===== src/hdl/s2e_pkg.sv =====
package s2e_pkg;
  localparam int CordicSteps = 32;
  localparam int AccW = 72;
  localparam logic signed [AccW-1:0] PiQ30 = 72'sd3373259426;
  localparam logic signed [AccW-1:0] HalfPiQ30 = 72'sd1686629713;
  localparam logic signed [AccW-1:0] KinvQ30 = 72'sd652032874;
  localparam logic signed [AccW-1:0] KxQ30 = 72'sd966707283;
  localparam logic signed [AccW-1:0] Sqrt2Q30 = 72'sd1518500250;
  localparam int TLimitRad = 8;

  localparam logic [1:0] RegScale = 2'd0;
  localparam logic [1:0] RegTol = 2'd1;
  localparam logic [1:0] RegMaxIt = 2'd2;

  typedef enum logic [1:0] {
    CMODE_VEC,
    CMODE_ROT
  } cmode_t;

  typedef struct packed {
    logic start;
    cmode_t mode;
  } cordic_ctl_t;

  typedef struct packed {
    logic done;
  } cordic_sts_t;

  function automatic logic [31:0] atan_q30(input logic [4:0] i);
    logic [31:0] r;
    begin
      case (i)
        5'd0: r = 32'h3243F6A8;
        5'd1: r = 32'h1DAC6705;
        5'd2: r = 32'h0FADBAFC;
        5'd3: r = 32'h07F56EA6;
        5'd4: r = 32'h03FEAB76;
        5'd5: r = 32'h01FFD55B;
        5'd6: r = 32'h00FFFAAA;
        5'd7: r = 32'h007FFF55;
        5'd8: r = 32'h003FFFEA;
        5'd9: r = 32'h001FFFFD;
        5'd10: r = 32'h000FFFFF;
        5'd11: r = 32'h0007FFFF;
        5'd12: r = 32'h0003FFFF;
        5'd13: r = 32'h0001FFFF;
        5'd14: r = 32'h0000FFFF;
        5'd15: r = 32'h00007FFF;
        5'd16: r = 32'h00003FFF;
        5'd17: r = 32'h00001FFF;
        5'd18: r = 32'h00000FFF;
        5'd19: r = 32'h000007FF;
        5'd20: r = 32'h000003FF;
        5'd21: r = 32'h000001FF;
        5'd22: r = 32'h000000FF;
        5'd23: r = 32'h0000007F;
        5'd24: r = 32'h0000003F;
        5'd25: r = 32'h0000001F;
        5'd26: r = 32'h0000000F;
        5'd27: r = 32'h00000008;
        5'd28: r = 32'h00000004;
        5'd29: r = 32'h00000002;
        5'd30: r = 32'h00000001;
        default: r = 32'h00000000;
      endcase
      return r;
    end
  endfunction
endpackage


===== src/hdl/s2e_cordic.sv =====
module s2e_cordic (
  input  logic clk,
  input  logic rst_n,
  input  s2e_pkg::cordic_ctl_t ctl,
  input  logic signed [s2e_pkg::AccW-1:0] x_in,
  input  logic signed [s2e_pkg::AccW-1:0] y_in,
  input  logic signed [s2e_pkg::AccW-1:0] z_in,
  output s2e_pkg::cordic_sts_t sts,
  output logic signed [s2e_pkg::AccW-1:0] x_out,
  output logic signed [s2e_pkg::AccW-1:0] y_out,
  output logic signed [s2e_pkg::AccW-1:0] z_out
);
  import s2e_pkg::*;

  logic signed [AccW-1:0] x_r, y_r, z_r;
  logic [4:0] i_r;
  logic busy_r, done_r;
  cmode_t mode_r;
  logic dir;
  logic signed [AccW-1:0] xs, ys, at;

  assign xs = x_r >>> i_r;
  assign ys = y_r >>> i_r;
  assign at = AccW'(signed'({1'b0, atan_q30(i_r)}));
  assign dir = (mode_r == CMODE_VEC) ? (y_r > 0) : (z_r >= 0);

  always_ff @(posedge clk) begin
    if (!rst_n) begin
      busy_r <= 1'b0;
      done_r <= 1'b0;
      i_r <= '0;
      mode_r <= CMODE_VEC;
    end else begin
      done_r <= 1'b0;
      if (ctl.start) begin
        x_r <= x_in;
        y_r <= y_in;
        z_r <= z_in;
        mode_r <= ctl.mode;
        i_r <= '0;
        busy_r <= 1'b1;
      end else if (busy_r) begin
        if (mode_r == CMODE_VEC) begin
          x_r <= dir ? x_r + ys : x_r - ys;
          y_r <= dir ? y_r - xs : y_r + xs;
          z_r <= dir ? z_r + at : z_r - at;
        end else begin
          x_r <= dir ? x_r - ys : x_r + ys;
          y_r <= dir ? y_r + xs : y_r - xs;
          z_r <= dir ? z_r - at : z_r + at;
        end
        i_r <= i_r + 5'd1;
        if (i_r == 5'(CordicSteps - 1)) begin
          busy_r <= 1'b0;
          done_r <= 1'b1;
        end
      end
    end
  end

  assign sts.done = done_r;
  assign x_out = x_r;
  assign y_out = y_r;
  assign z_out = z_r;
endmodule


===== config.mk =====
export PLATFORM = sky130hd
export DESIGN_NAME = s2e_cordic
export DESIGN_NICKNAME = d
export VERILOG_FILES = /design/src/hdl/s2e_pkg.sv /design/src/hdl/s2e_cordic.sv
export SDC_FILE = /design/constraint.sdc
export NUM_CORES = 2
export LEC_CHECK = 0
export ABC_AREA = 1
export BUFFER_PORTS_ARGS = -buffer_cell sky130_fd_sc_hd__buf_2
export CORE_MARGIN = 3
export CORE_UTILIZATION = 28
export DETAILED_ROUTE_END_ITERATION = 16
export HOLD_SLACK_MARGIN = 0.12
export REMOVE_ABC_BUFFERS = 1
export SYNTH_ARGS = -nofsm -noshare
export SYNTH_HDL_FRONTEND = slang
export SYNTH_SLANG_ARGS = --single-unit

===== constraint.sdc =====
create_clock -name clk -period 30.3 [get_ports clk]
set_input_delay 4.545 -clock clk [delete_from_list [all_inputs] [get_ports clk]]
set_output_delay 4.545 -clock clk [all_outputs]
set_load 0.05 [all_outputs]

==> results_dict.tcl <==
set metrics [dict create \
    antenna_found_initial 6 \
    cts_sinks 255 \
    drv_slew 0 \
    met3_length_um 20400 \
    fin_skew_ns 0.0489 \
    ctsHoldBuffers 0 \
    yosysTopAreaCell "nand2_1" \
    hold_path_class "reg2reg" \
    ys_seq_area_frac 0.138 \
    synth_cell_types 57 \
    clock.fmax_ghz 0.139 \
    gr-total-overflow 0 \
    p_leak_nw 29.9 \
    wl_um 272000 \
    wl_per_cell_um 21.6 \
    finalNonFillerCells 12623 \
    insertion_delay_ns 0.67 \
    synth_top_area_frac 0.237 \
    place_inst 12540 \
    synth.most_common_cell "nand2_1" \
    clk_pin_slew_worst_paths_ns 0.06 \
    fillers 22014 \
    setup_tns_ns 0 \
    pin_count 438 \
    cp.arrival_ns 7.43 \
    firstDrtPassIters 7 \
    grt_usage 0.268 \
    fin_crit_sh 0.237 \
    clk_path_buf_depth 3 \
    grt_pass1_vias 59200 \
    ant_nets 0 \
    h-tree-depth 2 \
    async_flop_share 0 \
    postSynthCellCount 9972 \
    drt_iter0_drc 6712 \
    cts_made_buffers 42 \
    regArea_sq_um 7290 \
    drc 0 \
    path_max_fanout 156 \
    syn_area_sq_um 52800 \
    slew_headroom 0.276 \
    hold_viol 0 \
    power_w 0.00322 \
    grt_pass1_wl_um 388000 \
    synth_edf_count 216 \
    cp.required_ns 30.56 \
    start_kind "input pin" \
    cts_tree "yes" \
    drive_gt1_frac 0.0603 \
    dp_hpwl_um 229000 \
    port_buffers 437 \
    hold_ws_ns 0.475 \
    via_per_inst 5.11 \
    vias 64443 \
    max_cap_violations 0 \
    syn_to_final_growth_pct 9.91 \
    coreArea_sq_um 186000 \
    ys_warn_count 0 \
    outcome "finished clean" \
    wl_met1_um 112000 \
    tightest_slew_ns 1.09 \
    synth.area.top_cells "nand2_1 (24%), edfxtp_1 (12%), inv_1 (12%)" \
    synth_common_cells "nand2_1 (3,330), inv_1 (1,649), nor2_1 (1,031), nand3_1 (900), o21ai_0 (770)" \
    die_area_sq_um 194000 \
    die-width_um 440 \
    num_rows 158 \
    dr.max_layer_used "met5" \
    cts_resized 0 \
    place.gp.congestion 1.02 \
    path_class "in2reg" \
    ys.flop_type "edfxtp_1" \
    syn_area_per_cell_sq_um 5.29 \
    rsz0062_at_grt "no" \
    final_nets 10712 \
    postCtsSetupRepairBufs 0 \
    peakVddDrop_uv 42.3 \
    initial_core_util 0.283 \
    multi_input_area_sq_um 37500 \
    power.density_nw_per_um2 55.6 \
    die-height_um 440 \
    met2WireLength_um 123000 \
    worst_setup_path_end_kind "register" \
    grt_start_max_net_pins 157 \
    clockRootBuffer "clkbuf_16" \
    setup_viol 0 \
    fin_crit_ns 7.17 \
    synth_seq_cells 255 \
]
## through the flow
stage               area (sq um)  utilization  worst slack [ns]
finish                     58000        0.311             23.13
global route               58000        0.311             23.03
CTS                        58000        0.311             23.13
detailed placement         56500        0.303             22.45
global placement           56500        0.303             22.52
floorplan                  51000            -             13.37
## layout by cell type (no fill, tap or decap), types with 7 or more instances in the layout
master | Yosys | layout
nor3_1 | 110 | 110
or2_2 | 17 | 17
clkbuf_1 | 96 | 7
buf_4 | 23 | 21
o21bai_1 | 56 | 56
a21oi_1 | 511 | 510
xnor2_1 | 7 | 7
or2_0 | 7 | 7
clkinv_2 | 0 | 11
nand3b_1 | 20 | 20
o21a_1 | 15 | 15
clkbuf_16 | 0 | 45
o211ai_1 | 20 | 20
nand4_1 | 97 | 97
and2_1 | 13 | 13
xor2_1 | 80 | 80
o21ai_0 | 770 | 770
ha_1 | 381 | 381
buf_2 | 173 | 436
nand3_1 | 900 | 900
mux2i_1 | 88 | 88
a21boi_0 | 8 | 8
a31oi_1 | 10 | 10
dfxtp_1 | 39 | 34
nor2_2 | 11 | 11
o21ai_1 | 88 | 88
nand2_1 | 3330 | 3330
a21o_1 | 9 | 9
nor4_1 | 38 | 38
inv_1 | 1649 | 1647
nor2_1 | 1031 | 1031
edfxtp_1 | 216 | 216
inv_2 | 15 | 11
## layout make-up
class	instances	share of cell area
multi-input combinational	7680	0.646
sequential	255	0.126
inverter	1664	0.108
tap	2480	0.0535
timing repair buffer	461	0.0416
clock buffer	53	0.0201
clock inverter	24	0.00447
antenna	6	0.000259
## worst max-delay path, cell delays in order
cell and delay, ns:
buf_8 0.29, inv_6 0.30, a21oi_4 0.47, buf_12 0.74
buf_4 0.87
## per-layer routing
metal | vias to the layer above | GRT usage
li1 | 31825 | -
met3 | 491 | 0.0348
met4 | 4 | 0.139
met2 | 2891 | 0.441
met5 | - | 0
met1 | 29232 | 0.340
## registers in the layout (all words and copies together) (netlist names)
| register | count |
|---|---|
| mode_r | 2 |
| z_out | 72 |
| busy_r | 1 |
| at | 30 |
| i_r | 5 |
| x_out | 72 |
| y_out | 72 |
| sts | 1 |
## where the power goes
group	switching [W]	internal, W	total (W)	leakage (nW)
sequential	0.000105	0.000439	0.000544	2.39
clock	0.000226	0.000302	0.000527	0.693
combinational	0.00157	0.000584	0.00215	26.8
## logic make-up (layout without fill, tap and decap cells)
kind of cell,after synthesis,in the layout,synth area share
buffers and inverters,2037,2202,0.152
multiplexers,88,88,0.0167
flip-flops,255,255,0.138
AND/OR/NAND/NOR,5602,5602,0.435
adder cells (fa/ha/maj),387,387,0.0926
AO/OA/AOI/OAI,1516,1516,0.151
other,0,6,0
XOR/XNOR,87,87,0.0144
## final timing paths
check,slack [ns],end,cells past startpoint,startpoint
min,0.48,mode_r[1],2,mode_r[1]
max reg2reg,23.93,x_out[71],20,i_r[1]
min reg2reg,0.48,mode_r[1],2,mode_r[1]
max,23.13,x_out[5],5,ctl[2]
Power figures use the tool's default switching activity.
