--- config.mk ---
export PLATFORM = sky130hd
export DESIGN_NAME = s2e_div
export DESIGN_NICKNAME = d
export VERILOG_FILES = /design/src/hdl/s2e_pkg.sv /design/src/hdl/s2e_div.sv
export SDC_FILE = /design/constraint.sdc
export NUM_CORES = 1
export LEC_CHECK = 0
export ABC_CLOCK_PERIOD_IN_PS = 5950
export BUFFER_PORTS_ARGS = -buffer_cell sky130_fd_sc_hd__buf_2
export CORE_ASPECT_RATIO = 2
export CORE_MARGIN = 1
export CORE_UTILIZATION = 57
export DETAILED_ROUTE_END_ITERATION = 10
export PLACE_DENSITY = 0.78
export SLEW_MARGIN = 20
export SYNTH_ARGS = -nofsm -noshare
export SYNTH_HDL_FRONTEND = slang
export SYNTH_SLANG_ARGS = --single-unit
--- constraint.sdc ---
create_clock -name clk -period 5.95 [get_ports clk]
set_clock_uncertainty 0.2 [all_clocks]
set_input_delay 0.2975 -clock clk [delete_from_list [all_inputs] [get_ports clk]]
set_output_delay 0.2975 -clock clk [all_outputs]
set_load 0.05 [all_outputs]
--- src/hdl/s2e_pkg.sv ---
package s2e_pkg;
  localparam int CordicSteps = 32;
  localparam int AccW = 72;
  localparam logic signed [AccW-1:0] PiQ30 = 72'sd3373259426;
  localparam logic signed [AccW-1:0] HalfPiQ30 = 72'sd1686629713;
  localparam logic signed [AccW-1:0] KinvQ30 = 72'sd652032874;
  localparam logic signed [AccW-1:0] KxQ30 = 72'sd966707283;
  localparam logic signed [AccW-1:0] Sqrt2Q30 = 72'sd1518500250;
  localparam int TLimitRad = 8;

  localparam logic [1:0] RegScale = 2'd0;
  localparam logic [1:0] RegTol = 2'd1;
  localparam logic [1:0] RegMaxIt = 2'd2;

  typedef enum logic [1:0] {
    CMODE_VEC,
    CMODE_ROT
  } cmode_t;

  typedef struct packed {
    logic start;
    cmode_t mode;
  } cordic_ctl_t;

  typedef struct packed {
    logic done;
  } cordic_sts_t;

  function automatic logic [31:0] atan_q30(input logic [4:0] i);
    logic [31:0] r;
    begin
      case (i)
        5'd0: r = 32'h3243F6A8;
        5'd1: r = 32'h1DAC6705;
        5'd2: r = 32'h0FADBAFC;
        5'd3: r = 32'h07F56EA6;
        5'd4: r = 32'h03FEAB76;
        5'd5: r = 32'h01FFD55B;
        5'd6: r = 32'h00FFFAAA;
        5'd7: r = 32'h007FFF55;
        5'd8: r = 32'h003FFFEA;
        5'd9: r = 32'h001FFFFD;
        5'd10: r = 32'h000FFFFF;
        5'd11: r = 32'h0007FFFF;
        5'd12: r = 32'h0003FFFF;
        5'd13: r = 32'h0001FFFF;
        5'd14: r = 32'h0000FFFF;
        5'd15: r = 32'h00007FFF;
        5'd16: r = 32'h00003FFF;
        5'd17: r = 32'h00001FFF;
        5'd18: r = 32'h00000FFF;
        5'd19: r = 32'h000007FF;
        5'd20: r = 32'h000003FF;
        5'd21: r = 32'h000001FF;
        5'd22: r = 32'h000000FF;
        5'd23: r = 32'h0000007F;
        5'd24: r = 32'h0000003F;
        5'd25: r = 32'h0000001F;
        5'd26: r = 32'h0000000F;
        5'd27: r = 32'h00000008;
        5'd28: r = 32'h00000004;
        5'd29: r = 32'h00000002;
        5'd30: r = 32'h00000001;
        default: r = 32'h00000000;
      endcase
      return r;
    end
  endfunction
endpackage

--- src/hdl/s2e_div.sv ---
module s2e_div (
  input  logic clk,
  input  logic rst_n,
  input  logic start,
  input  logic signed [s2e_pkg::AccW-1:0] num,
  input  logic signed [s2e_pkg::AccW-1:0] den,
  output logic done,
  output logic signed [s2e_pkg::AccW-1:0] quo
);
  import s2e_pkg::*;

  localparam int QW = 48;
  logic [QW-1:0] n_r, q_r;
  logic [QW:0] r_r;
  logic [QW-1:0] d_r;
  logic neg_r, busy_r, done_r;
  logic [5:0] c_r;
  logic [QW:0] rs;

  assign rs = {r_r[QW-1:0], n_r[QW-1]};

  always_ff @(posedge clk) begin
    if (!rst_n) begin
      busy_r <= 1'b0;
      done_r <= 1'b0;
      c_r <= '0;
    end else begin
      done_r <= 1'b0;
      if (start) begin
        n_r <= QW'(num < 0 ? -num : num);
        d_r <= QW'(den);
        neg_r <= num < 0;
        r_r <= '0;
        q_r <= '0;
        c_r <= '0;
        busy_r <= 1'b1;
      end else if (busy_r) begin
        n_r <= n_r << 1;
        if (rs >= {1'b0, d_r}) begin
          r_r <= rs - {1'b0, d_r};
          q_r <= {q_r[QW-2:0], 1'b1};
        end else begin
          r_r <= rs;
          q_r <= {q_r[QW-2:0], 1'b0};
        end
        c_r <= c_r + 6'd1;
        if (c_r == 6'(QW - 1)) begin
          busy_r <= 1'b0;
          done_r <= 1'b1;
        end
      end
    end
  end

  assign done = done_r;
  assign quo = neg_r ? -AccW'(signed'({1'b0, q_r})) : AccW'(signed'({1'b0, q_r}));
endmodule

==> results of run 1 <==
==> state kept, by name (all words and copies together), names as in the netlist <==
register / cells
busy_r: 1
c_r: 6
d_r: 48
done: 1
n_r: 48
neg_r: 1
q_r: 48
r_r: 48
==> placed cells by master (no fill, tap or decap), types with 13 or more instances in the layout <==
cell type,n
sky130_fd_sc_hd__o21ai_0,62
sky130_fd_sc_hd__mux2i_1,42
sky130_fd_sc_hd__edfxtp_1,193
sky130_fd_sc_hd__a21o_1,27
sky130_fd_sc_hd__ha_1,51
sky130_fd_sc_hd__buf_2,171
sky130_fd_sc_hd__xnor2_1,75
sky130_fd_sc_hd__xor2_1,66
sky130_fd_sc_hd__o31ai_1,29
sky130_fd_sc_hd__dlygate4sd3_1,55
sky130_fd_sc_hd__nand2_1,74
sky130_fd_sc_hd__a21oi_1,94
sky130_fd_sc_hd__clkbuf_16,19
sky130_fd_sc_hd__inv_1,65
sky130_fd_sc_hd__or3_1,20
sky130_fd_sc_hd__o21a_1,32
sky130_fd_sc_hd__nor2b_1,51
sky130_fd_sc_hd__nor2_1,122
sky130_fd_sc_hd__o41ai_1,15
sky130_fd_sc_hd__nand4_1,17
sky130_fd_sc_hd__nor3_1,13
==> worst max-delay path by stage <==
stage	start	to	slack, ns	cells past startpoint
after floorplan	start	busy_r	1.32	3
after global placement	r_r[15]	r_r[26]	1.48	12
after detailed placement	r_r[15]	r_r[26]	1.48	12
after CTS	q_r[2]	quo[43]	1.03	11
after global routing	q_r[2]	quo[45]	0.82	11
final	q_r[2]	quo[43]	1.08	11
==> per-layer routing <==
| layer | vias to the layer above | routed length, µm | global-route usage | share of wire |
|---|---|---|---|---|
| met1 | 4685 | 10500 | 0.262 | 0.37 |
| met2 | 301 | 15600 | 0.498 | 0.55 |
| met4 | 0 | 1220 | 0.123 | 0.043 |
| met3 | 82 | 1040 | 0.0217 | 0.037 |
| met5 | - | 0 | 0 | 0 |
| li1 | 4898 | - | - | - |
==> per-stage QoR <==
stage               hold WS [ns]  setup WS (ns)  instances   util
detailed placement         0.276           1.48       1628  0.632
floorplan                  0.196           1.32       1236      -
finish                    0.0137           1.08       1717  0.686
CTS                      0.00118           1.03       1716  0.685
global route              0.0294          0.821       1717  0.686
global placement           0.270           1.48       1628  0.632
==> power by group through the flow <==
| stage | Combinational [W] | Sequential, W | Clock (W) |
|---|---|---|---|
| after floorplan | 0.000900 | 0.00177 | 0 |
| after CTS | 0.00120 | 0.00175 | 0.00125 |
| after global placement | 0.00114 | 0.00178 | 0 |
| after detailed placement | 0.00116 | 0.00178 | 0 |
| after global routing | 0.00131 | 0.00176 | 0.00128 |
| final | 0.00120 | 0.00175 | 0.00122 |
==> worst min-delay path, stage by stage <==
cell and delay [ns]:
sky130_fd_sc_hd__buf_2 0.10, sky130_fd_sc_hd__xor2_1 0.07, sky130_fd_sc_hd__a21oi_1 0.13
==> final cells by class <==
type                    count  area share
clock inverters            10     0.00681
inverters                  65      0.0164
clock buffers              23      0.0343
repair buffers            236       0.101
flip-flops and latches    201       0.400
multi-input cells         909       0.418
well taps                 273      0.0230
==> cells by family after synthesis <==
logic type,synth area share
XOR/XNOR,0.0976
flip-flops,0.471
adder cells (fa/ha/maj),0.0520
AND/OR/NAND/NOR,0.142
multiplexers,0.0368
AO/OA/AOI/OAI,0.162
buffers and inverters,0.0388
==> timing repair <==
| item | in CTS | in global routing |
|---|---|---|
| hold buffers | 55 | 0 |
| endpoints found under the hold margin | 55 | 0 |
| setup buffers | 0 | 0 |
==> results.rst, run 1 <==
.. list-table::
   :header-rows: 1

   * - Metric
     - Value
   * - CTS tree
     - yes
   * - Routability congestion estimate
     - 0.930
   * - Slew at the pin closest to its max-slew limit
     - 1.06 ns
   * - Total die area
     - 22,800 µm²
   * - Detailed-routing iteration count for the pre-antenna-repair pass
     - 5
   * - Share of total power in combinational logic
     - 0.287
   * - Area after DPL
     - 13,700 µm²
   * - Clk pin slew, worst setup/hold paths
     - 0.06 ns
   * - Row Count
     - 76
   * - Total half-perimeter wirelength after legalization and detailed placement
     - 19,900 µm
   * - Cell chain of the critical path
     - nor3_1 -> nand2b_1 -> nor4_2 -> nand4b_2 -> or2_4 -> or3_4 -> or3_1 -> or3_1 -> o41ai_4 -> xnor2_1 -> buf_2
   * - Proportion of power drawn by flip-flops and latches
     - 0.420
   * - Detailed Route Iter0 Violations
     - 494
   * - Post-synth top cells
     - sky130_fd_sc_hd__edfxtp_1 (193), sky130_fd_sc_hd__nor2_1 (122), sky130_fd_sc_hd__a21oi_1 (95)
   * - Clock latency on the worst-skew pair
     - 0.50 ns
   * - Area of all sequential standard cells
     - 5960 µm²
   * - Count of inserted antenna diode cells
     - 0
   * - Gate count of the mapped netlist
     - 1,236
   * - Destination of the worst register-to-register timing path
     - r_r[26]
   * - Post-synthesis cell type with the largest combined area
     - sky130_fd_sc_hd__edfxtp_1
   * - Worst endpoint data arrival time
     - 4.37 ns
   * - Fin area
     - 14,900 µm²
   * - Final hold vios
     - 0
   * - Crit-path most repeated cell
     - sky130_fd_sc_hd__or3_1
   * - DRC violation count after routing
     - 0
   * - Vias per inst
     - 5.80
   * - Total routed wirelength
     - 28,400 µm
   * - Fraction of final layout cells sized beyond drive strength 1
     - 0.162
   * - Final layout net count
     - 1,631
   * - Final number of setup-violating endpoints
     - 0
   * - Inserted Clock Buffers
     - 19
   * - Capturing element type of the critical path
     - output pin
   * - Launch instance of the worst register-to-register path
     - r_r[15]
   * - Number of input and output port buffers inserted
     - 172
   * - Number of nets still failing antenna checks after routing
     - 0
   * - Unrepaired setup endpoints after global routing
     - no
   * - Cell at the root of the clock tree
     - sky130_fd_sc_hd__clkbuf_16
   * - Sw Pwr
     - 0.00133 W
   * - Number of synthesized flops with an enable pin
     - 193
   * - WP data required
     - 5.45 ns
   * - CP max stage cell
     - sky130_fd_sc_hd__or3_1
   * - Dominant cell by count in the synthesized netlist
     - sky130_fd_sc_hd__edfxtp_1
   * - H-tree depth
     - 1
   * - Tightest slew margin relative to the limit
     - 0.283
   * - Global-route wire length before repair
     - 46,300 µm
   * - Clk buf depth
     - 3
   * - Width of the chip
     - 107 µm
   * - Most used flip-flop cell after synthesis
     - sky130_fd_sc_hd__edfxtp_1
   * - Vias after detailed routing
     - 9,966
   * - Worst Hold Path Cells
     - 3
   * - Die Span Y
     - 213 µm
   * - Sink count of the clock tree
     - 201
   * - R2r worst-path depth
     - 12
   * - Number of buffer and inverter stages on the critical path
     - 1
   * - Fillers
     - 1,729
   * - Register bit total from synthesis
     - 201
   * - Leak pwr
     - 5.92 nW
   * - Pin count of the biggest net entering global routing
     - 84
   * - PostCTS Resize Cnt
     - 0
   * - Ratio of total power to cell area
     - 281 nW/µm²
   * - Highest net fanout along the worst path
     - 16
   * - Result of the run
     - complete, no violations
   * - Switching part of the total
     - 0.317
   * - Post-detailed-route wirelength per cell
     - 16.5 µm
   * - Achievable frequency
     - 205 MHz
   * - Period utilization
     - 0.819
   * - Synth warnings
     - 0
   * - Worst IR drop on VDD
     - 0.243 mV
   * - Max stage delay on crit path
     - 0.62 ns
   * - Overall Power
     - 0.00417 W
   * - Layout-stage area growth over the synthesis result
     - 17.7%
   * - Biggest area contributors in the synthesized netlist
     - sky130_fd_sc_hd__edfxtp_1 (46%), sky130_fd_sc_hd__xnor2_1 (5.2%), sky130_fd_sc_hd__ha_1 (5.0%)
   * - Portion of the post-synthesis area used by sequential elements
     - 0.471
   * - Area of the core region
     - 21,700 µm²
   * - End point of the worst hold path
     - n_r[13]
   * - Cell internal power dissipation
     - 0.00285 W
   * - Hold Crit Class
     - in2reg
   * - Hold path startpoint
     - num[13]
   * - Number of primary I/O pins
     - 220
   * - Initial Utilization
     - 0.583
   * - Setup total negative slack
     - 0 ns
   * - Critical path's top delay family
     - simple AND/OR/NAND/NOR gates
   * - Count of pins over their slew limit
     - 0
   * - Fraction of registers with async set/reset
     - 0
   * - Worst-case register-to-register setup slack
     - 1.47 ns
   * - Antenna violations before repair
     - 0
   * - Synthesized area per cell
     - 10.2 µm²
   * - Multi-input gate area in the final layout
     - 6220 µm²
   * - Category of the critical setup timing path
     - reg2out
   * - Number of distinct library cells after synthesis
     - 70
   * - Aggregate global-route resource usage
     - 0.253
   * - Max-cap violations
     - 0
   * - Vias in the first global route
     - 10,100
   * - Post-Synthesis Cell Area
     - 12,600 µm²
   * - Clock period minus worst slack
     - 4.87 ns
   * - Net count after synthesis
     - 1,435
   * - Leftover overflow at the end of global routing
     - 0
   * - Startpoint types
     - register
   * - Fraction of post-synthesis cell area in the top cell type by area
     - 0.458
   * - Share of power burned in the clock network
     - 0.293
Note: power is estimated with default switching activity, not from simulation.
==> run 2, diff against run 1 <==
Settings changed: ABC_AREA from default to 1, ABC_CLOCK_PERIOD_IN_PS 5950 to 4580, CORE_UTILIZATION 57 to 59, PLACE_DENSITY 0.78 to 0.79.
Clock period 5.95 ns to 4.58 ns, I/O delays scaled along.
==> run 2 against run 1 <==
- first-iteration DRC count grew 97%
- worst setup slack got worse by 0.22 ns
- total power increased by 58%
- register-to-register slack worse by 0.24 ns
- sequential cell count unchanged
- sequential power grew 35%
- non-clock buffer count increased by 37
- utilization rose by 2.9 points
- critical endpoint is now quo[45]
- combinational power grew 100%
- die area increased by 16%
==> results.rst, run 2 <==
.. list-table::
   :header-rows: 1

   * - Metric
     - Value
   * - Result of the run
     - complete, no violations
   * - Tightest slew margin relative to the limit
     - 0.284 (+0.000877)
   * - Biggest area contributors in the synthesized netlist
     - sky130_fd_sc_hd__edfxtp_1 (38%), sky130_fd_sc_hd__nand2_1 (18%), sky130_fd_sc_hd__inv_1 (10%)
   * - Vias per inst
     - 5.35 (-7.9%)
   * - Synthesized area per cell
     - 6.83 µm² (-33%)
   * - Worst-case register-to-register setup slack
     - 1.23 ns (-0.24 ns)
   * - Layout-stage area growth over the synthesis result
     - 18.3%
   * - Commonest non-fill, non-tap cell in the layout
     - sky130_fd_sc_hd__nand2_1
   * - Aggregate global-route resource usage
     - 0.380 (+0.127)
   * - Fillers
     - 2,073 (+20%)
   * - Fin util
     - 0.715 (+0.0286)
   * - Post-detailed-route wirelength per cell
     - 17.4 µm (+5.5%)
   * - Worst Setup Slack, final
     - 0.854 ns (-0.223 ns)
   * - Vias in the first global route
     - 15,200 (+51%)
   * - Hold Crit Class
     - in2reg
   * - Total stage count of the critical path
     - 9 (-2)
   * - Number of input and output port buffers inserted
     - 172 (unchanged)
   * - Proportion of synthesized area in mux cells
     - 0 (-0.0368)
   * - Number of buffer and inverter stages on the critical path
     - 1 (unchanged)
   * - Leak pwr
     - 9.10 nW (+54%)
   * - Vias after detailed routing
     - 15,100 (+51%)
   * - Setup slack at placement
     - 1.22 ns (-0.263 ns)
   * - Worst IR drop on VDD
     - 0.262 mV (+7.9%)
   * - Count of pins over their slew limit
     - 0 (unchanged)
   * - Number of buffers added for setup after CTS
     - 0 (unchanged)
   * - Adder-cell share of the synthesized area
     - 0.0433 (-0.00870)
   * - Initial Utilization
     - 0.604 (+0.0208)
   * - Final layout net count
     - 2,670 (+64%)
   * - Max-cap violations
     - 0 (unchanged)
   * - Highest net fanout along the worst path
     - 5 (-11)
   * - Detailed Route Iter0 Violations
     - 975 (+97%)
   * - Fraction of post-synthesis cell area in the top cell type by area
     - 0.382 (-0.0766)
   * - Routability congestion estimate
     - 1.02 (+9.2%)
   * - DRC violation count after routing
     - 0 (unchanged)
   * - Critical path's top delay family
     - simple AND/OR/NAND/NOR gates
   * - Gate count of the mapped netlist
     - 2,224 (+80%)
   * - Pin count of the biggest net entering global routing
     - 102 (+21%)
   * - Number of primary I/O pins
     - 220 (unchanged)
   * - CTS tree
     - yes
   * - Clock period minus worst slack
     - 3.73 ns
   * - Detailed-routing iteration count for the pre-antenna-repair pass
     - 5 (unchanged)
   * - Achievable frequency
     - 268 MHz
   * - Post-Synthesis Cell Area
     - 15,200 µm² (+20%)
   * - Register bit total from synthesis
     - 201 (unchanged)
   * - Dominant cell by count in the synthesized netlist
     - sky130_fd_sc_hd__nand2_1
   * - Capture point of the worst path
     - quo[45]
   * - Portion of the post-synthesis area used by sequential elements
     - 0.392 (-0.0787)
   * - Row Count
     - 82 (+7.9%)
   * - Launch instance of the worst register-to-register path
     - r_r[31]
   * - Startpoint types
     - register
   * - Unrepaired setup endpoints after global routing
     - no
   * - Setup total negative slack
     - 0 ns (unchanged)
   * - Capturing element type of the critical path
     - output pin
   * - Number of synthesized flops with an enable pin
     - 193 (unchanged)
   * - Clock latency on the worst-skew pair
     - 0.52 ns (+0.02 ns)
   * - Leftover overflow at the end of global routing
     - 0 (unchanged)
   * - Commonest non-fill, non-tap cells in the layout
     - sky130_fd_sc_hd__nand2_1 (730), sky130_fd_sc_hd__inv_1 (401), sky130_fd_sc_hd__nor2_1 (344)
   * - Largest family of logic cells by synthesized area
     - simple AND/OR/NAND/NOR gates
   * - CP startpoint
     - q_r[2]
   * - Fraction of registers with async set/reset
     - 0 (unchanged)
   * - R2r worst-path depth
     - 10 (-2)
   * - Cell chain of the critical path
     - nor3_1 -> nand4_1 -> nor2_1 -> nand2_1 -> nor2_1 -> nand4_1 -> nand2_1 -> xor2_1 -> buf_2
   * - Count of inserted antenna diode cells
     - 0 (unchanged)
   * - Post-synthesis share of cell area spent on xor and xnor gates
     - 0.0571 (-0.0405)
   * - WP data required
     - 4.15 ns (-1.30 ns)
   * - Category of the critical setup timing path
     - reg2out
   * - Worst endpoint data arrival time
     - 3.30 ns (-1.07 ns)
   * - Period utilization
     - 0.813
   * - Synth warnings
     - 0 (unchanged)
   * - Die Span Y
     - 229 µm (+7.6%)
   * - Share of the synthesized area in compound gates (AO/OA/AOI/OAI)
     - 0.0446 (-0.117)
   * - Final number of setup-violating endpoints
     - 0 (unchanged)
   * - Sink count of the clock tree
     - 201 (unchanged)
   * - Post-synth top cells
     - sky130_fd_sc_hd__nand2_1 (731), sky130_fd_sc_hd__inv_1 (403), sky130_fd_sc_hd__nor2_1 (344)
   * - Antenna violations before repair
     - 0 (unchanged)
   * - Clk pin slew, worst setup/hold paths
     - 0.07 ns (about the same)
   * - Destination of the worst register-to-register timing path
     - r_r[46]
   * - Most used flip-flop cell after synthesis
     - sky130_fd_sc_hd__edfxtp_1
   * - Total routed wirelength
     - 49,200 µm (+73%)
   * - Max stage delay on crit path
     - 0.47 ns (-0.15 ns)
   * - Final hold vios
     - 0 (unchanged)
   * - CP max stage cell
     - sky130_fd_sc_hd__edfxtp_1
   * - H-tree depth
     - 1 (unchanged)
   * - Total die area
     - 26,400 µm² (+16%)
   * - Number of nets still failing antenna checks after routing
     - 0 (unchanged)
   * - Post-synthesis cell type with the largest combined area
     - sky130_fd_sc_hd__edfxtp_1
   * - Width of the chip
     - 115 µm (+7.6%)
   * - Net count after synthesis
     - 2,423 (+69%)
   * - Ratio of total power to cell area
     - 367 nW/µm² (+31%)
   * - Cell at the root of the clock tree
     - sky130_fd_sc_hd__clkbuf_16
   * - Area of the core region
     - 25,100 µm² (+16%)
   * - Clk buf depth
     - 3 (unchanged)
   * - Number of distinct library cells after synthesis
     - 37 (-47%)
   * - Total half-perimeter wirelength after legalization and detailed placement
     - 37,200 µm (+87%)
   * - Simple-gate share of the synthesized area
     - 0.347 (+0.205)
   * - Global-route wire length before repair
     - 75,800 µm (+64%)
   * - Slew at the pin closest to its max-slew limit
     - 1.07 ns (+0.0126 ns)
   * - Inserted Clock Buffers
     - 20 (+1)
   * - Fraction of final layout cells sized beyond drive strength 1
     - 0.0950 (-0.0671)
[run 2: cell types whose count changed after synthesis, moves of 30 or more]
cell,before,now
sky130_fd_sc_hd__nand3_1,10,99
sky130_fd_sc_hd__inv_1,65,403
sky130_fd_sc_hd__nor2b_1,51,0
sky130_fd_sc_hd__o21a_1,33,3
sky130_fd_sc_hd__mux2i_1,42,0
sky130_fd_sc_hd__nand2_1,74,731
sky130_fd_sc_hd__a21oi_1,95,43
sky130_fd_sc_hd__xnor2_1,75,25
sky130_fd_sc_hd__nand4_1,17,54
sky130_fd_sc_hd__nor2_1,122,344
[run 2: routing by layer]
metal / GRT usage / part of all wire
met4: 0.390 / 0.12
met3: 0.0525 / 0.044
met1: 0.327 / 0.31
met5: 0 / 0
met2: 0.701 / 0.53
[run 2: final cells by class]
type                       instances  area (µm²)  area share
timing repair buffer             273        1880       0.104
sequential                       201        5960       0.331
clock inverter                    10         130     0.00724
clock buffer                      26         566      0.0315
tap                              336         420      0.0234
multi-input combinational       1565        7480       0.416
inverter                         410        1540      0.0857
[run 2: kinds of logic after synthesis]
kind of cell,count (synthesis)
compound gates,126
fa+ha+maj,52
flops,201
buf+inv,458
xor+xnor,99
simple gates,1288
[run 2: worst register-to-register path, delay by kind of cell (launching register included)]
kind	cells	cell delay, ns
DFF	1	0.43
adders and majority gates	1	0.42
buffers and inverters	1	0.04
and+or+nand+nor	8	2.04
[run 2: worst min path at each step]
| stage | to | cells past startpoint | start |
|---|---|---|---|
| 2_1_floorplan | d_r[0] | 0 | den[0] |
| 3_3_place_gp | d_r[6] | 1 | den[6] |
| 3_5_place_dp | d_r[3] | 1 | den[3] |
| 4_1_cts | n_r[16] | 4 | num[16] |
| 5_1_grt | n_r[16] | 4 | num[16] |
| 6_report | n_r[16] | 4 | num[16] |
[run 2: timing repair]
action / 4_1_cts / 5_1_grt
gates resized for setup: 0 / 0
hold buffers: 93 / 0
hold endpoints to repair: 99 / 0
[run 2: power breakdown]
part | total (W) | internal [W] | switching [W] | leakage, nW
Sequential | 0.00237 | 0.00227 | 0.000106 | 1.94
Clock | 0.00179 | 0.00105 | 0.000746 | 0.345
Combinational | 0.00242 | 0.000742 | 0.00168 | 6.81
Total | 0.00659 | 0.00406 | 0.00253 | 9.10
[run 2: per-stage QoR]
step                      hold slack, ns  area, µm²  std cells  total power, W
final                             0.0358      18000       2821         0.00659
after global placement             0.206      16300       2692         0.00467
after CTS                         0.0226      18000       2821         0.00655
after detailed placement           0.207      16300       2692         0.00471
after global routing              0.0765      18000       2821         0.00691
after floorplan                    0.128      15200       2224         0.00408
==> run 3, diff against run 2 <==
Settings changed: ABC_CLOCK_PERIOD_IN_PS 4580 to 3100, CORE_UTILIZATION 59 to 53, PLACE_DENSITY 0.79 to 0.75.
Clock period 4.58 ns to 3.1 ns, I/O delays scaled along.
==> run 3 against run 2 <==
- the run now ends with negative setup slack left
- total power up 50%
- critical path depth up 4
- sequential power up 48%
- register-to-register slack worse by 1.1 ns
- via count down 0.61%
- final cell count up 2.4%
- highest routed layer unchanged
- clock power up 46%
==> results.rst, run 3 (same netlist as run 2, synthesis figures left out) <==
.. list-table::
   :header-rows: 1

   * - Metric
     - Value
   * - Result of the run
     - finished, violations left
   * - Violations in the final reports
     - negative setup slack
   * - Routability congestion estimate
     - 0.981 (-3.5%)
   * - Detail Route met3 WL
     - 2060 µm (-5.3%)
   * - WL met1
     - 16,600 µm (+8.2%)
   * - Leak pwr
     - 9.40 nW (+3.3%)
   * - Layout-stage area growth over the synthesis result
     - 22.9%
   * - Worst IR drop on VDD
     - 0.595 mV (+130%)
   * - Number of primary I/O pins
     - 220 (unchanged)
   * - Hold path startpoint
     - start
   * - Antenna violations before repair
     - 0 (unchanged)
   * - Total routed wirelength
     - 49,600 µm (+0.74%)
   * - Count of inserted antenna diode cells
     - 0 (unchanged)
   * - Overall Power
     - 0.00986 W (+50%)
   * - Vias after detailed routing
     - 15,000 (-0.61%)
   * - Die Span Y
     - 241 µm (+5.5%)
   * - Global-route wire length before repair
     - 75,100 µm (-0.95%)
   * - Worst endpoint data arrival time
     - 2.86 ns (-0.44 ns)
   * - Initial Utilization
     - 0.539 (-0.0655)
   * - Unrepaired setup endpoints after global routing
     - yes
   * - Post-detailed-route wirelength per cell
     - 17.2 µm (-1.6%)
   * - Worst-case register-to-register setup slack
     - 0.17 ns (-1.06 ns)
   * - Final hold vios
     - 0 (unchanged)
   * - Clk pin slew, worst setup/hold paths
     - 0.07 ns (about the same)
   * - Detailed-routing iteration count for the pre-antenna-repair pass
     - 5 (unchanged)
   * - CTS tree
     - yes
   * - Number of nets still failing antenna checks after routing
     - 0 (unchanged)
   * - Total half-perimeter wirelength after legalization and detailed placement
     - 37,500 µm (+0.73%)
   * - End point of the worst hold path
     - r_r[31]
   * - Fraction of final layout cells sized beyond drive strength 1
     - 0.122 (+0.0267)
   * - Sink count of the clock tree
     - 201 (unchanged)
   * - WP data required
     - 2.74 ns (-1.41 ns)
   * - Clk buf depth
     - 3 (unchanged)
   * - Launch instance of the worst register-to-register path
     - r_r[18]
   * - Setup slack at placement
     - 0.125 ns (-1.09 ns)
   * - Tightest slew margin relative to the limit
     - 0.367 (+0.0826)
   * - Max-cap violations
     - 0 (unchanged)
   * - Vias per inst
     - 5.19 (-2.9%)
   * - Hold Crit Class
     - in2reg
   * - Total die area
     - 29,400 µm² (+11%)
   * - Highest net fanout along the worst path
     - 6 (+1)
   * - R2r worst-path depth
     - 12 (+2)
   * - Width of the chip
     - 122 µm (+5.4%)
   * - Slew at the pin closest to its max-slew limit
     - 0.950 ns (-0.124 ns)
   * - Startpoint types
     - register
   * - Capturing element type of the critical path
     - output pin
   * - Vias in the first global route
     - 14,800 (-2.9%)
   * - Clock latency on the worst-skew pair
     - 0.54 ns (+0.02 ns)
   * - Area of the core region
     - 28,200 µm² (+12%)
   * - WL met2
     - 26,800 µm (+3.5%)
   * - Detailed Route Iter0 Violations
     - 787 (-19%)
   * - H-tree depth
     - 1 (unchanged)
   * - Pin count of the biggest net entering global routing
     - 92 (-9.8%)
   * - Commonest non-fill, non-tap cell in the layout
     - sky130_fd_sc_hd__nand2_1
   * - Top sig layer
     - met4
   * - Commonest non-fill, non-tap cells in the layout
     - sky130_fd_sc_hd__nand2_1 (722), sky130_fd_sc_hd__inv_1 (395), sky130_fd_sc_hd__nor2_1 (336)
   * - Aggregate global-route resource usage
     - 0.339 (-0.0412)
   * - Inserted Clock Buffers
     - 21 (+5.0%)
   * - Setup total negative slack
     - -1.39 ns (-1.39 ns)
   * - Achievable frequency
     - 311 MHz
   * - Number of input and output port buffers inserted
     - 172 (unchanged)
   * - Placed Cells incl. Taps
     - 2,738 (+1.7%)
   * - Final layout net count
     - 2,717 (+1.8%)
   * - Count of pins over their slew limit
     - 0 (unchanged)
   * - Cell at the root of the clock tree
     - sky130_fd_sc_hd__clkbuf_16
   * - Row Count
     - 87 (+6.1%)
   * - Clock period minus worst slack
     - 3.22 ns
   * - Ratio of total power to cell area
     - 528 nW/µm² (+44%)
   * - Final Instance Count excl. Fillers
     - 2,888 (+2.4%)
   * - Worst Hold Path Cells
     - 4 (unchanged)
   * - Worst Setup Slack, final
     - -0.115 ns (-0.970 ns)
   * - Destination of the worst register-to-register timing path
     - r_r[36]
   * - Category of the critical setup timing path
     - reg2out
   * - Leftover overflow at the end of global routing
     - 0 (unchanged)
   * - Final number of setup-violating endpoints
     - 20 (+20)
   * - DRC violation count after routing
     - 0 (unchanged)
   * - Period utilization
     - 1.04
## run 3: changes by cell type in the layout (fill, tap and decap cells not counted), moves of 5 or more
cell and delta:
sky130_fd_sc_hd__nor2_1 -8, sky130_fd_sc_hd__buf_2 -36, sky130_fd_sc_hd__nor2_2 +5, sky130_fd_sc_hd__nand2_2 +6
sky130_fd_sc_hd__inv_1 -6, sky130_fd_sc_hd__buf_6 +14, sky130_fd_sc_hd__inv_2 +6, sky130_fd_sc_hd__nand2_1 -8
sky130_fd_sc_hd__clkbuf_4 +8, sky130_fd_sc_hd__buf_4 +52
## run 3: final cells by class
| cell class | instances | area (µm²) |
|---|---|---|
| sequential | 201 | 5960 |
| clock inverter | 10 | 109 |
| inverter | 410 | 1540 |
| fill | 2521 | 9520 |
| multi-input combinational | 1565 | 7620 |
| clock buffer | 27 | 579 |
| timing repair buffer | 319 | 2420 |
| tap | 356 | 445 |
## run 3: worst max path at each step
stage	start	endpoint	slack, ns	cells past startpoint
2_1_floorplan	busy_r	n_r[0]	0.13	3
3_3_place_gp	r_r[17]	r_r[46]	0.16	11
3_5_place_dp	q_r[1]	quo[60]	0.13	13
4_1_cts	q_r[2]	quo[45]	-0.12	9
5_1_grt	q_r[0]	quo[68]	-0.22	13
6_report	q_r[0]	quo[64]	-0.12	13
## run 3: metal layers
layer	GRT usage	vias to the layer above
met1	0.313	6804
met5	0	-
met2	0.647	476
li1	-	7517
met3	0.0459	194
met4	0.272	0
## run 3: timing repair
item / 4_1_cts / 5_1_grt
buffers inserted: 5 / 9
pin swaps: 6 / 6
endpoints found under the hold margin: 103 / 0
gates resized for setup: 48 / 54
setup endpoints to repair: 34 / 64
hold buffers: 97 / 0
gates cloned: 0 / 2
## run 3: stage by stage
stage	area, µm²	utilization	hold slack [ns]
3_3_place_gp	16600	0.589	0.131
3_5_place_dp	16600	0.589	0.133
4_1_cts	18500	0.655	0.0471
6_report	18700	0.662	0.0865
5_1_grt	18700	0.662	0.0917
2_1_floorplan	15200	-	0.0539
## run 3: where the power goes
group          switching, W  internal, W  total (W)
Clock               0.00113      0.00149    0.00262
Combinational       0.00251      0.00123    0.00374
Sequential         0.000153      0.00335    0.00350
Total               0.00380      0.00607    0.00986
## run 3: worst max-delay path, cell delays in order (launching register included)
cell                       delay (ns)
sky130_fd_sc_hd__edfxtp_1        0.44
sky130_fd_sc_hd__inv_2           0.11
sky130_fd_sc_hd__ha_4            0.13
sky130_fd_sc_hd__inv_2           0.04
sky130_fd_sc_hd__nor3_4          0.17
sky130_fd_sc_hd__nand4_1         0.25
sky130_fd_sc_hd__inv_2           0.14
sky130_fd_sc_hd__nand4_1         0.19
sky130_fd_sc_hd__nor2_4          0.18
sky130_fd_sc_hd__nand4_1         0.13
sky130_fd_sc_hd__nand2_2         0.12
sky130_fd_sc_hd__buf_6           0.14
sky130_fd_sc_hd__nand2_1         0.09
sky130_fd_sc_hd__buf_6           0.21
